--- src/sv/dced_pkg.sv ---
// ----------------------------------------------------------------------------
// dced_pkg
// Shared types and constants for the daisy-chain encoder deframer.
// ----------------------------------------------------------------------------
package dced_pkg;

  localparam int unsigned MAX_SENSORS = 64;
  localparam int unsigned FRAME_BITS  = 19;
  localparam int unsigned ACC_BITS    = FRAME_BITS - 1;
  localparam int unsigned PROD_BITS   = 28;

  localparam logic [4:0]  STATUS_OK   = 5'b10000;
  localparam int unsigned ANGLE_SCALE = 36000;
  localparam int unsigned ANGLE_DIV   = 4095;
  localparam int unsigned ROUND_BIAS  = ANGLE_DIV / 2;

  typedef struct packed {
    logic [5:0]  index;
    logic [11:0] raw;
    logic [4:0]  status;
    logic        last;
  } frame_t;

endpackage

--- src/sv/daisy_chain_encoder_deframer_top.sv ---
// ----------------------------------------------------------------------------
// daisy_chain_encoder_deframer_top
// Deframes a serial read from a chain of angle encoders into per-sensor items.
// ----------------------------------------------------------------------------
// Takes one byte per clock, MSB first, with tuser[0] marking the first byte
// of a read. After the one leading bit, every 19 bits form a sensor frame and
// give one output item (raw angle, angle in 0.01 deg, status, good flag, and
// tlast on the last sensor). From input to output item a byte passes an
// input register, the bit accumulator/frame register, and the result
// register after the divide-by-4095 scaling. Sustained rate is one byte per
// cycle; a stall on the output side stalls the whole pipeline. sensor_count
// (1..64, 0 reads as 1, above 64 reads as 64) is to be written through the cfg
// port only while no read is in flight; the block does not enforce this.
module daisy_chain_encoder_deframer_top import dced_pkg::*; (
  input  logic        clk_i,
  input  logic        rst_ni,
  // config: sensor_count
  input  logic        cfg_valid_i,
  output logic        cfg_ready_o,
  input  logic [6:0]  cfg_data_i,
  // input items
  input  logic        s_axis_tvalid,
  output logic        s_axis_tready,
  input  logic [7:0]  s_axis_tdata,   // [7:0] serial_byte
  input  logic [0:0]  s_axis_tuser,   // [0] read_start
  // output items
  output logic        m_axis_tvalid,
  input  logic        m_axis_tready,
  output logic [39:0] m_axis_tdata,   // [5:0] sensor_index, [17:6] raw_angle,
                                      // [33:18] angle_centidegrees,
                                      // [38:34] status_bits, [39] zero
  output logic [0:0]  m_axis_tuser,   // [0] status_good
  output logic        m_axis_tlast    // last_sensor
);

  logic [6:0]           sensor_count_q;
  logic [6:0]           count_eff;

  logic                 en;
  logic                 in_valid_q;
  logic [7:0]           in_byte_q;
  logic                 in_start_q;

  logic                 f_valid;
  frame_t               f;
  logic [PROD_BITS-1:0] prod;
  logic [15:0]          centi;

  logic                 m_valid_q;
  frame_t               m_frame_q;
  logic [15:0]          m_centi_q;

  assign cfg_ready_o = 1'b1;

  always_ff @(posedge clk_i or negedge rst_ni) begin
    if (!rst_ni) begin
      sensor_count_q <= 7'd1;
    end else if (cfg_valid_i) begin
      sensor_count_q <= cfg_data_i;
    end
  end

  always_comb begin
    count_eff = sensor_count_q;
    if (sensor_count_q == 7'd0) begin
      count_eff = 7'd1;
    end else if (sensor_count_q > 7'(MAX_SENSORS)) begin
      count_eff = 7'(MAX_SENSORS);
    end
  end

  // whole pipeline advances unless a result is waiting and not accepted
  assign en            = !m_valid_q || m_axis_tready;
  assign s_axis_tready = en;

  always_ff @(posedge clk_i or negedge rst_ni) begin
    if (!rst_ni) begin
      in_valid_q <= 1'b0;
    end else if (en) begin
      in_valid_q <= s_axis_tvalid;
    end
  end

  always_ff @(posedge clk_i) begin
    if (en) begin
      in_byte_q  <= s_axis_tdata;
      in_start_q <= s_axis_tuser[0];
    end
  end

  dced_deframer u_deframer (
    .clk_i         (clk_i),
    .rst_ni        (rst_ni),
    .en_i          (en),
    .valid_i       (in_valid_q),
    .byte_i        (in_byte_q),
    .start_i       (in_start_q),
    .count_i       (count_eff),
    .frame_valid_o (f_valid),
    .frame_o       (f),
    .prod_o        (prod)
  );

  dced_scale u_scale (
    .prod_i  (prod),
    .centi_o (centi)
  );

  always_ff @(posedge clk_i or negedge rst_ni) begin
    if (!rst_ni) begin
      m_valid_q <= 1'b0;
    end else if (en) begin
      m_valid_q <= f_valid;
    end
  end

  always_ff @(posedge clk_i) begin
    if (en && f_valid) begin
      m_frame_q <= f;
      m_centi_q <= centi;
    end
  end

  assign m_axis_tvalid   = m_valid_q;
  assign m_axis_tdata    = {1'b0, m_frame_q.status, m_centi_q, m_frame_q.raw, m_frame_q.index};
  assign m_axis_tuser[0] = (m_frame_q.status == STATUS_OK);
  assign m_axis_tlast    = m_frame_q.last;

`ifndef SYNTHESIS
  a_stall_blocks_input: assert property (@(posedge clk_i) disable iff (!rst_ni)
    m_axis_tvalid && !m_axis_tready |-> !s_axis_tready)
    else $error("input accepted while result stalled");

  a_centi_range: assert property (@(posedge clk_i) disable iff (!rst_ni)
    m_axis_tvalid |-> m_axis_tdata[33:18] <= 16'(ANGLE_SCALE))
    else $error("angle out of range");

  a_centi_zero: assert property (@(posedge clk_i) disable iff (!rst_ni)
    m_axis_tvalid && m_axis_tdata[17:6] == 12'd0 |-> m_axis_tdata[33:18] == 16'd0)
    else $error("zero raw angle scaled to nonzero");

  a_no_spurious_out: assert property (@(posedge clk_i) disable iff (!rst_ni)
    $rose(m_axis_tvalid) |-> $past(in_valid_q, 2))
    else $error("result without input byte");
`endif

endmodule

--- src/sv/dced_deframer.sv ---
// ----------------------------------------------------------------------------
// dced_deframer
// Bit accumulator and frame cutter: takes a byte each enabled cycle, emits at
// most one 19-bit sensor frame, with the scaled angle product, per byte.
// ----------------------------------------------------------------------------
module dced_deframer import dced_pkg::*; (
  input  logic                 clk_i,
  input  logic                 rst_ni,
  input  logic                 en_i,
  input  logic                 valid_i,
  input  logic [7:0]           byte_i,
  input  logic                 start_i,
  input  logic [6:0]           count_i,
  output logic                 frame_valid_o,
  output frame_t               frame_o,
  output logic [PROD_BITS-1:0] prod_o
);

  logic [ACC_BITS-1:0]  acc_q, acc_d;
  logic [4:0]           held_q, held_d;
  logic [6:0]           ns_q, ns_d;
  logic                 lead_q, lead_d;

  logic                 f_valid_q;
  frame_t               f_q, f_d;
  logic [PROD_BITS-1:0] prod_q, prod_d;

  logic [ACC_BITS-1:0]  acc0;
  logic [4:0]           held0;
  logic [6:0]           ns0;
  logic [6:0]           ns_inc;
  logic                 lead0;
  logic                 active;
  logic                 done;
  logic [25:0]          comb;
  logic [25:0]          comb_sh;
  logic [4:0]           total;
  logic [2:0]           sh;
  logic [6:0]           rem;

  always_comb begin
    // read start clears the state before the byte is used
    acc0   = start_i ? '0 : acc_q;
    held0  = start_i ? '0 : held_q;
    ns0    = start_i ? '0 : ns_q;
    lead0  = start_i ? 1'b1 : lead_q;
    ns_inc = ns0 + 7'd1;

    active = ns0 < count_i;
    // with the lead bit pending only the low seven bits of the byte count
    comb   = lead0 ? {1'b0, acc0, byte_i[6:0]} : {acc0, byte_i};
    total  = held0 + (lead0 ? 5'd7 : 5'd8);
    done   = active && (total >= 5'(FRAME_BITS));
    sh     = 3'(total - 5'(FRAME_BITS));
    comb_sh = comb >> sh;
    rem    = comb[6:0] & ((7'd1 << sh) - 7'd1);

    acc_d  = acc0;
    held_d = held0;
    ns_d   = ns0;
    lead_d = lead0;
    if (active && !done) begin
      acc_d  = comb[ACC_BITS-1:0];
      held_d = total;
      lead_d = 1'b0;
    end else if (done) begin
      lead_d = 1'b0;
      ns_d   = ns_inc;
      if (ns_inc < count_i) begin
        acc_d  = ACC_BITS'(rem);
        held_d = {2'b00, sh};
      end else begin
        // chain complete: rest of the read is dropped
        acc_d  = '0;
        held_d = '0;
      end
    end

    f_d.index  = ns0[5:0];
    f_d.raw    = comb_sh[18:7];
    f_d.status = comb_sh[6:2];
    f_d.last   = (ns_inc == count_i);
    prod_d     = PROD_BITS'(f_d.raw) * PROD_BITS'(ANGLE_SCALE) + PROD_BITS'(ROUND_BIAS);
  end

  always_ff @(posedge clk_i or negedge rst_ni) begin
    if (!rst_ni) begin
      acc_q     <= '0;
      held_q    <= '0;
      ns_q      <= '0;
      lead_q    <= 1'b1;
      f_valid_q <= 1'b0;
    end else if (en_i) begin
      f_valid_q <= valid_i && done;
      if (valid_i) begin
        acc_q  <= acc_d;
        held_q <= held_d;
        ns_q   <= ns_d;
        lead_q <= lead_d;
      end
    end
  end

  always_ff @(posedge clk_i) begin
    if (en_i && valid_i && done) begin
      f_q    <= f_d;
      prod_q <= prod_d;
    end
  end

  assign frame_valid_o = f_valid_q;
  assign frame_o       = f_q;
  assign prod_o        = prod_q;

endmodule

--- src/sv/dced_scale.sv ---
// ----------------------------------------------------------------------------
// dced_scale
// Divides the rounded angle product by 4095 with a reciprocal series and a
// single upward correction; no divider.
// ----------------------------------------------------------------------------
module dced_scale import dced_pkg::*; (
  input  logic [PROD_BITS-1:0] prod_i,
  output logic [15:0]          centi_o
);

  logic [PROD_BITS:0] t;
  logic [16:0]        est;
  logic [PROD_BITS:0] r;

  always_comb begin
    // x/4095 = x/4096 * (1 + 2^-12 + 2^-24 + ...); estimate is never high
    t   = {1'b0, prod_i} + (PROD_BITS+1)'(prod_i >> 12) + (PROD_BITS+1)'(prod_i >> 24);
    est = 17'(t >> 12);
    r   = {1'b0, prod_i} - ((PROD_BITS+1)'(est) << 12) + (PROD_BITS+1)'(est);
    centi_o = 16'(est + ((r >= (PROD_BITS+1)'(ANGLE_DIV)) ? 17'd1 : 17'd0));
  end

endmodule

--- config.mk ---
export PLATFORM = sky130hd
export DESIGN_NAME = daisy_chain_encoder_deframer_top
export DESIGN_NICKNAME = d
export VERILOG_FILES = /design/src/sv/dced_pkg.sv /design/src/sv/daisy_chain_encoder_deframer_top.sv /design/src/sv/dced_deframer.sv /design/src/sv/dced_scale.sv
export SDC_FILE = /design/constraint.sdc
export NUM_CORES = 1
export LEC_CHECK = 0
export ABC_AREA = 1
export ABC_CLOCK_PERIOD_IN_PS = 6800
export BUFFER_PORTS_ARGS = -buffer_cell sky130_fd_sc_hd__buf_2
export CAP_MARGIN = 5
export CORE_UTILIZATION = 58
export CTS_CLUSTER_SIZE = 25
export DETAILED_ROUTE_END_ITERATION = 7
export HOLD_SLACK_MARGIN = 0.1
export PLACE_DENSITY = 0.84
export SLEW_MARGIN = 30
export SYNTH_ARGS = -nofsm -noshare
export SYNTH_HDL_FRONTEND = slang
export SYNTH_SLANG_ARGS = --single-unit
export TNS_END_PERCENT = 20
--- constraint.sdc ---
create_clock -name clk_i -period 6.8 [get_ports clk_i]
set_input_delay 1.36 -clock clk_i [delete_from_list [all_inputs] [get_ports clk_i]]
set_output_delay 1.36 -clock clk_i [all_outputs]
set_load 0.1 [all_outputs]
==> run summary, run 1 <==
DRT Pass-1 Iters: 6
Die width: 156 um
Diode count: 0
Max transition margin: 61.9%
Port-buffer cells: 63
# IOs: 66
Initial antenna violation count: 0
Setup-failing EPs final: 0
Final max-slew violation count: 0
CTS H-tree depth: 4
Most used cell, CP: nand2_1
Global-route wire length before repair: 59.4 mm
Hold crit path type: flip-flop to flip-flop
Total grt overflow: 0
DP HPWL: 30.0 mm
Fin crit share: 97.2%
Mapped Area: 13800 um^2
Data arrival, critical path: 6.80 ns
Post-synth EDFFs: 96
Clk root buf: clkbuf_16
Sink Count: 137
Synth unique cells: 49
Std-Cell Rows: 56
Crit. End Element: flip-flop
Pin count of the biggest net entering global routing: 42
CTS tree: built
Synth Net Count: 2079
Slowest cell on crit path: fa_1
Finished Layout Cells: 2283
Setup CP Type: flip-flop to flip-flop
Setup Skew: 0.0106 ns
Post-DR wirelength/cell: 16.8 um
Synth Register Bits: 137
Max clock buf depth: 2
DRC Markers: 0
Run status: finished clean
GRT Total Usage: 31.3%
Minimum clock period: 6.61 ns
Routed WL: 38.3 mm
DRT antenna net count: 0
Total of max-cap violations: 0
Via-per-instance ratio: 5.63
Post-Syn Instances: 1820
Dpl cells: 2233
Crit path buf inv count: 9
Core Box Area: 23400 um^2
Crit path max fanout: 9
Starting Density: 58.9%
Clk_lat worst skew: 0.44 ns
FFs w/ async S/R, synth: 29.9%
Clock transition at the registers of the reported paths: 0.06 ns
Req. time, crit path: 6.99 ns
Die area: 24400 um^2
Syn_area_per_cell: 7.58 um^2
Count of final hold-check violations: 0
Worst slack, placed: 0.00208 ns
Max Freq: 151 MHz
Design area: 15900 um^2
Final setup margin: 0.187 ns
Startpoint types: flip-flop
Initial detailed-routing violation count: 1145
Crit path max-delay family: adder cells
Share of cells above drive strength 1: 14.4%
Final GP Congestion: 0.999
Vias: 12800
CTS Hold Bufs: 0
Area growth from synthesis to layout: 15.6%
Nets: 2210
Placed Area: 14900 um^2
Ys Warns: 0
Die Ht: 156 um
Primary FF master, synth: edfxtp_1
Sequential cell area fraction in the yosys report: 28.4%
Worst slew pin tran: 0.571 ns
Number of global-route vias before repair: 11900
CTS Buf Count: 17
Largest stage delay, worst path: 0.59 ns
## state kept, by name, summed over array words and instances, names as in the netlist, 5 cells and up
| name | cells |
|---|---|
| u_deframer.prod_o | 23 |
| in_byte_q | 8 |
| m_axis_tdata | 23 |
| m_centi_q | 16 |
| sensor_count_q | 7 |
| u_deframer.frame_o | 24 |
| u_deframer.acc_q | 18 |
| u_deframer.held_q | 5 |
| u_deframer.ns_q | 7 |
## cell families after synthesis
family | count (synthesis) | share of synthesized area [%]
buf+inv | 358 | 9.97
mux | 9 | 0.690
other cells | 2 | 0.0545
compound gates | 240 | 9.58
xor+xnor | 64 | 4.28
fa+ha+maj | 238 | 23.1
simple gates | 772 | 23.9
flops | 137 | 28.4
## stage by stage
stage	hold slack, ns	TNS [ns]	util [%]
6_report	0.421	0	68.1
5_1_grt	0.422	-0.879	68.1
4_1_cts	0.419	0	66.1
3_5_place_dp	0.405	0	63.6
3_3_place_gp	0.401	0	63.6
2_1_floorplan	0.400	-0.142	-
## Yosys cell counts, types with 2 or more instances
cell type / n / area share, %
nand2_1: 416 / 11
buf_4: 3 / 0.16
clkbuf_1: 18 / 0.49
nor4_1: 5 / 0.23
edfxtp_1: 96 / 21
buf_2: 10 / 0.36
ha_1: 210 / 19
nand3_2: 3 / 0.22
o21a_1: 6 / 0.33
a21o_1: 5 / 0.27
xor2_2: 4 / 0.47
nor2_4: 5 / 0.41
a31oi_1: 6 / 0.27
nor2_2: 3 / 0.14
xnor2_1: 24 / 1.5
dfrtp_1: 39 / 7.1
o21ai_1: 6 / 0.22
o21bai_1: 2 / 0.11
or2_2: 4 / 0.18
nand4_1: 27 / 1.2
nor3_1: 20 / 0.73
inv_1: 320 / 8.7
a21oi_1: 106 / 3.8
xor2_1: 36 / 2.3
fa_1: 28 / 4.1
mux2_2: 4 / 0.33
nand2_2: 7 / 0.32
a21oi_2: 2 / 0.13
conb_1: 2 / 0.054
mux2i_1: 5 / 0.36
o22ai_1: 4 / 0.18
dfstp_2: 2 / 0.38
inv_2: 3 / 0.082
o21ai_0: 77 / 2.8
nor2_1: 145 / 3.9
nand3b_1: 7 / 0.38
nand3_1: 126 / 4.6
o211ai_1: 8 / 0.44
buf_1: 2 / 0.054
a22oi_1: 15 / 0.82
## final cells by class
class / count / area, um^2
multi-input combinational: 1325 / 8870
fill: 1930 / 7470
sequential: 137 / 3910
inverter: 324 / 1220
timing repair buffer: 146 / 972
clock buffer: 17 / 425
tap: 319 / 399
clock inverter: 15 / 140
## routing by layer
| metal | global-route usage [%] | routed length [um] | share of wire (%) |
|---|---|---|---|
| met1 | 43.0 | 16700 | 44 |
| met5 | 0 | 0 | 0 |
| met3 | 5.86 | 2930 | 7.6 |
| met4 | 9.62 | 1180 | 3.1 |
| met2 | 49.9 | 17500 | 46 |
## worst paths after layout
check,cells after the start,start,slack [ns],end
hold / removal,0,u_deframer.frame_o[2]$_DFFE_PP_,0.42,m_axis_tdata[35]$_DFFE_PP_
hold reg to reg,0,u_deframer.frame_o[2]$_DFFE_PP_,0.42,m_axis_tdata[35]$_DFFE_PP_
min in group asynchronous,1,rst_ni,0.92,u_deframer.held_q[0]$_DFFE_PN0P_
max in group asynchronous,1,rst_ni,5.50,sensor_count_q[0]$_DFFE_PN1P_
setup / recovery,33,u_deframer.lead_q$_DFFE_PN1P_,0.19,u_deframer.prod_o[24]$_DFFE_PP_
setup reg to reg,33,u_deframer.lead_q$_DFFE_PN1P_,0.19,u_deframer.prod_o[24]$_DFFE_PP_
## cell usage in the layout (no fill, tap or decap), types with 5 or more instances in the layout
master and instances:
a21o_1 5, a21oi_1 96, a21oi_2 10, a22oi_1 15
buf_2 62, buf_4 78, buf_6 5, clkbuf_16 17
dfrtp_1 39, edfxtp_1 96, fa_1 26, ha_1 199
ha_4 9, inv_1 317, inv_2 6, inv_6 5
nand2_1 405, nand2_2 16, nand3_1 124, nand3b_1 7
nand4_1 27, nor2_1 131, nor2_2 13, nor2_4 9
nor3_1 17, o211ai_1 8, o21a_1 6, o21ai_0 70
o21ai_1 10, xnor2_1 24, xor2_1 36
## repair_timing
item                                    CTS  global route
pin swaps                                 0            14
endpoints found under the setup margin    2            23
setup buffers                             0            18
gates resized for setup                   2            78
Power of run 1 is left out: the tool's default activity adds up to more than one toggle a clock period on the data nets, which glitch-free logic cannot reach.
==> run 2: changes to the inputs <==
--- a/config.mk
+++ b/config.mk
@@ -17,5 +17,6 @@
 export SLEW_MARGIN = 30
 export SYNTH_ARGS = -nofsm -noshare
 export SYNTH_HDL_FRONTEND = slang
+export SYNTH_HIERARCHICAL = 1
 export SYNTH_SLANG_ARGS = --single-unit
 export TNS_END_PERCENT = 20
==> run summary, run 2 <==
DP HPWL: 31.0 mm (+3.3%)
Clk root buf: clkbuf_16
Worst Setup SP: u_deframer/lead_q$_DFFE_PN1P_
Clock transition at the registers of the reported paths: 0.07 ns (about the same)
Crit path max fanout: 6 (-3)
Most used cell, CP: inv_1
FFs w/ async S/R, synth: 29.9% (unchanged)
Setup-failing EPs final: 0 (unchanged)
Hold_sp: u_deframer/frame_o[17]$_DFFE_PP_
Most common cell in the synthesized netlist: nand2_1
Die width: 160 um (+2.3%)
Post-DR wirelength/cell: 16.2 um (-3.6%)
Largest stage delay, worst path: 0.61 ns (+0.02 ns)
Worst slack, placed: 0.0493 ns (+0.0473 ns)
Max transition margin: 38.7% (-23 points)
Final GP Congestion: 1.05 (+5.3%)
Fin crit share: 95.4% (-1.8 points)
Startpoint types: flip-flop
Synth top area share: 20.0% (-0.94 points)
Primary FF master, synth: edfxtp_1
GRT Total Usage: 31.3% (-0.055 points)
Minimum clock period: 6.49 ns (-0.125 ns)
Hold crit path type: flip-flop to flip-flop
Max Freq: 154 MHz (+1.9%)
Sequential cell area fraction in the yosys report: 27.1% (-1.3 points)
Total of max-cap violations: 0 (unchanged)
# IOs: 66 (unchanged)
WHS: 0.420 ns (-0.000572 ns)
Vias: 13700 (+7.0%)
Req. time, crit path: 6.98 ns (about the same)
Slowest cell on crit path: dfstp_2
Post-synth EDFFs: 96 (unchanged)
Std-Cell Rows: 57 (+1.8%)
Synth unique cells: 58 (+18%)
Initial antenna violation count: 1 (+1)
Final max-slew violation count: 0 (unchanged)
CTS Buf Count: 17 (unchanged)
Area leader, netlist: edfxtp_1
DRT antenna net count: 0 (unchanged)
Setup CP Type: flip-flop to flip-flop
Pin count of the biggest net entering global routing: 48 (+14%)
Sink Count: 137 (unchanged)
Die Ht: 160 um (+2.3%)
Via-per-instance ratio: 5.60 (-0.47%)
Crit. End Element: flip-flop
Ys Warns: 6 (+6)
Global-route wire length before repair: 63.5 mm (+6.9%)
Share of cells above drive strength 1: 11.3% (-3.1 points)
Clk_lat worst skew: 0.44 ns (about the same)
Syn_area_per_cell: 7.13 um^2 (-5.9%)
Setup Skew: 0.0164 ns (+0.00579 ns)
DRT Pass-1 Iters: 6 (unchanged)
Commonest non-fill, non-tap cells in the layout: 575 x nand2_1, 342 x inv_1, 173 x ha_1
Data arrival, critical path: 6.67 ns (-0.13 ns)
Run status: finished clean
Synth top cells by count: 580 x nand2_1, 344 x inv_1, 180 x ha_1
R2R Path Start: u_deframer/lead_q$_DFFE_PN1P_
Synth area leaders: edfxtp_1 20%, ha_1 16%, nand2_1 15%
Nets: 2347 (+6.2%)
Post-Syn Instances: 2026 (+11%)
CTS tree: built
Final setup margin: 0.313 ns (+0.125 ns)
Mapped Area: 14400 um^2 (+4.7%)
Setup TNS: 0 ns (unchanged)
Port-buffer cells: 63 (unchanged)
Initial detailed-routing violation count: 1526 (+33%)
Routed WL: 39.8 mm (+3.7%)
Core Box Area: 24400 um^2 (+4.2%)
Die area: 25500 um^2 (+4.7%)
Synth Register Bits: 137 (unchanged)
Count of final hold-check violations: 0 (unchanged)
CTS Hold Bufs: 0 (unchanged)
Worst slew pin tran: 0.918 ns (+0.347 ns)
Total grt overflow: 0 (unchanged)
Starting Density: 59.2% (+0.28 points)
Number of global-route vias before repair: 13000 (+9.7%)
Area growth from synthesis to layout: 11.1%
DRC Markers: 0 (unchanged)
Leading cell type in the layout, fill and taps excluded: nand2_1
Max FFs per register: 24 (unchanged)
CTS H-tree depth: 4 (unchanged)
Max clock buf depth: 2 (unchanged)
## run 2: cell count changes after synthesis, sizes merged, moves of 6 or more
cell,change
ha,-30
o21ai,+18
nor2,+16
a21oi,-9
a22oi,-7
nand3,+9
nand2,+188
nor3,-6
inv,+29
buf,+7
xor2,-9
## run 2: layer usage
| metal | GRT usage (%) | part of all wire, % |
|---|---|---|
| met4 | 12.5 | 3.5 |
| met5 | 0 | 0 |
| met1 | 39.0 | 41 |
| met2 | 54.2 | 49 |
| met3 | 4.81 | 7.0 |
## run 2: stage by stage
| step | instances | area (um^2) | util, % |
|---|---|---|---|
| 2_1_floorplan | 2030 | 14500 | - |
| 3_3_place_gp | 2410 | 15200 | 62.3 |
| 3_5_place_dp | 2410 | 15200 | 62.3 |
| 4_1_cts | 2443 | 15800 | 64.8 |
| 5_1_grt | 2454 | 16000 | 65.7 |
| 6_report | 2455 | 16000 | 65.8 |
## run 2: cell families (layout without fill, tap and decap cells)
kind of cell / after synthesis / in the layout / share of synthesized area, %
adder cells (fa/ha/maj): 209 / 209 / 19.6
AO/OA/AOI/OAI: 240 / 240 / 9.10
multiplexers: 2 / 2 / 0.147
buffers and inverters: 394 / 493 / 10.9
XOR/XNOR: 52 / 52 / 3.26
flip-flops: 137 / 137 / 27.1
AND/OR/NAND/NOR: 989 / 990 / 29.8
other: 3 / 8 / 0.0780
## run 2: worst paths after layout
| path | slack [ns] | cells past startpoint | end |
|---|---|---|---|
| worst max-delay path | 0.31 | 35 | u_deframer/prod_o[25]$_DFFE_PP_ |
| worst min-delay path | 0.42 | 0 | m_axis_tdata[17]$_DFFE_PP_ |
| worst max register to register | 0.31 | 35 | u_deframer/prod_o[25]$_DFFE_PP_ |
| worst min register to register | 0.42 | 0 | m_axis_tdata[17]$_DFFE_PP_ |
| max in group asynchronous | 5.50 | 1 | sensor_count_q[0]$_DFFE_PN1P_ |
| min in group asynchronous | 0.92 | 1 | u_deframer/held_q[3]$_DFFE_PN0P_ |
## run 2: final cells by class
class,count,area (um^2)
antenna,1,2.50
clock buffer,18,450
clock inverter,14,160
fill,2094,8350
inverter,355,1340
multi-input combinational,1500,9100
sequential,137,3910
tap,324,405
timing repair buffer,106,674
## run 2: worst max-delay path: cells and delay by family, from the launching register on
kind            cells  cell delay, ns
flops               1            0.61
simple gates       15            1.62
fa+ha+maj           9            3.09
compound gates      1            0.07
buf+inv            10            0.85
## run 2: repair_timing
action,CTS,global route
setup endpoints to repair,2,20
gates cloned,0,2
setup buffers,1,9
resized for setup,1,35
pin swaps,0,9
Power of run 2 is left out for the same reason.
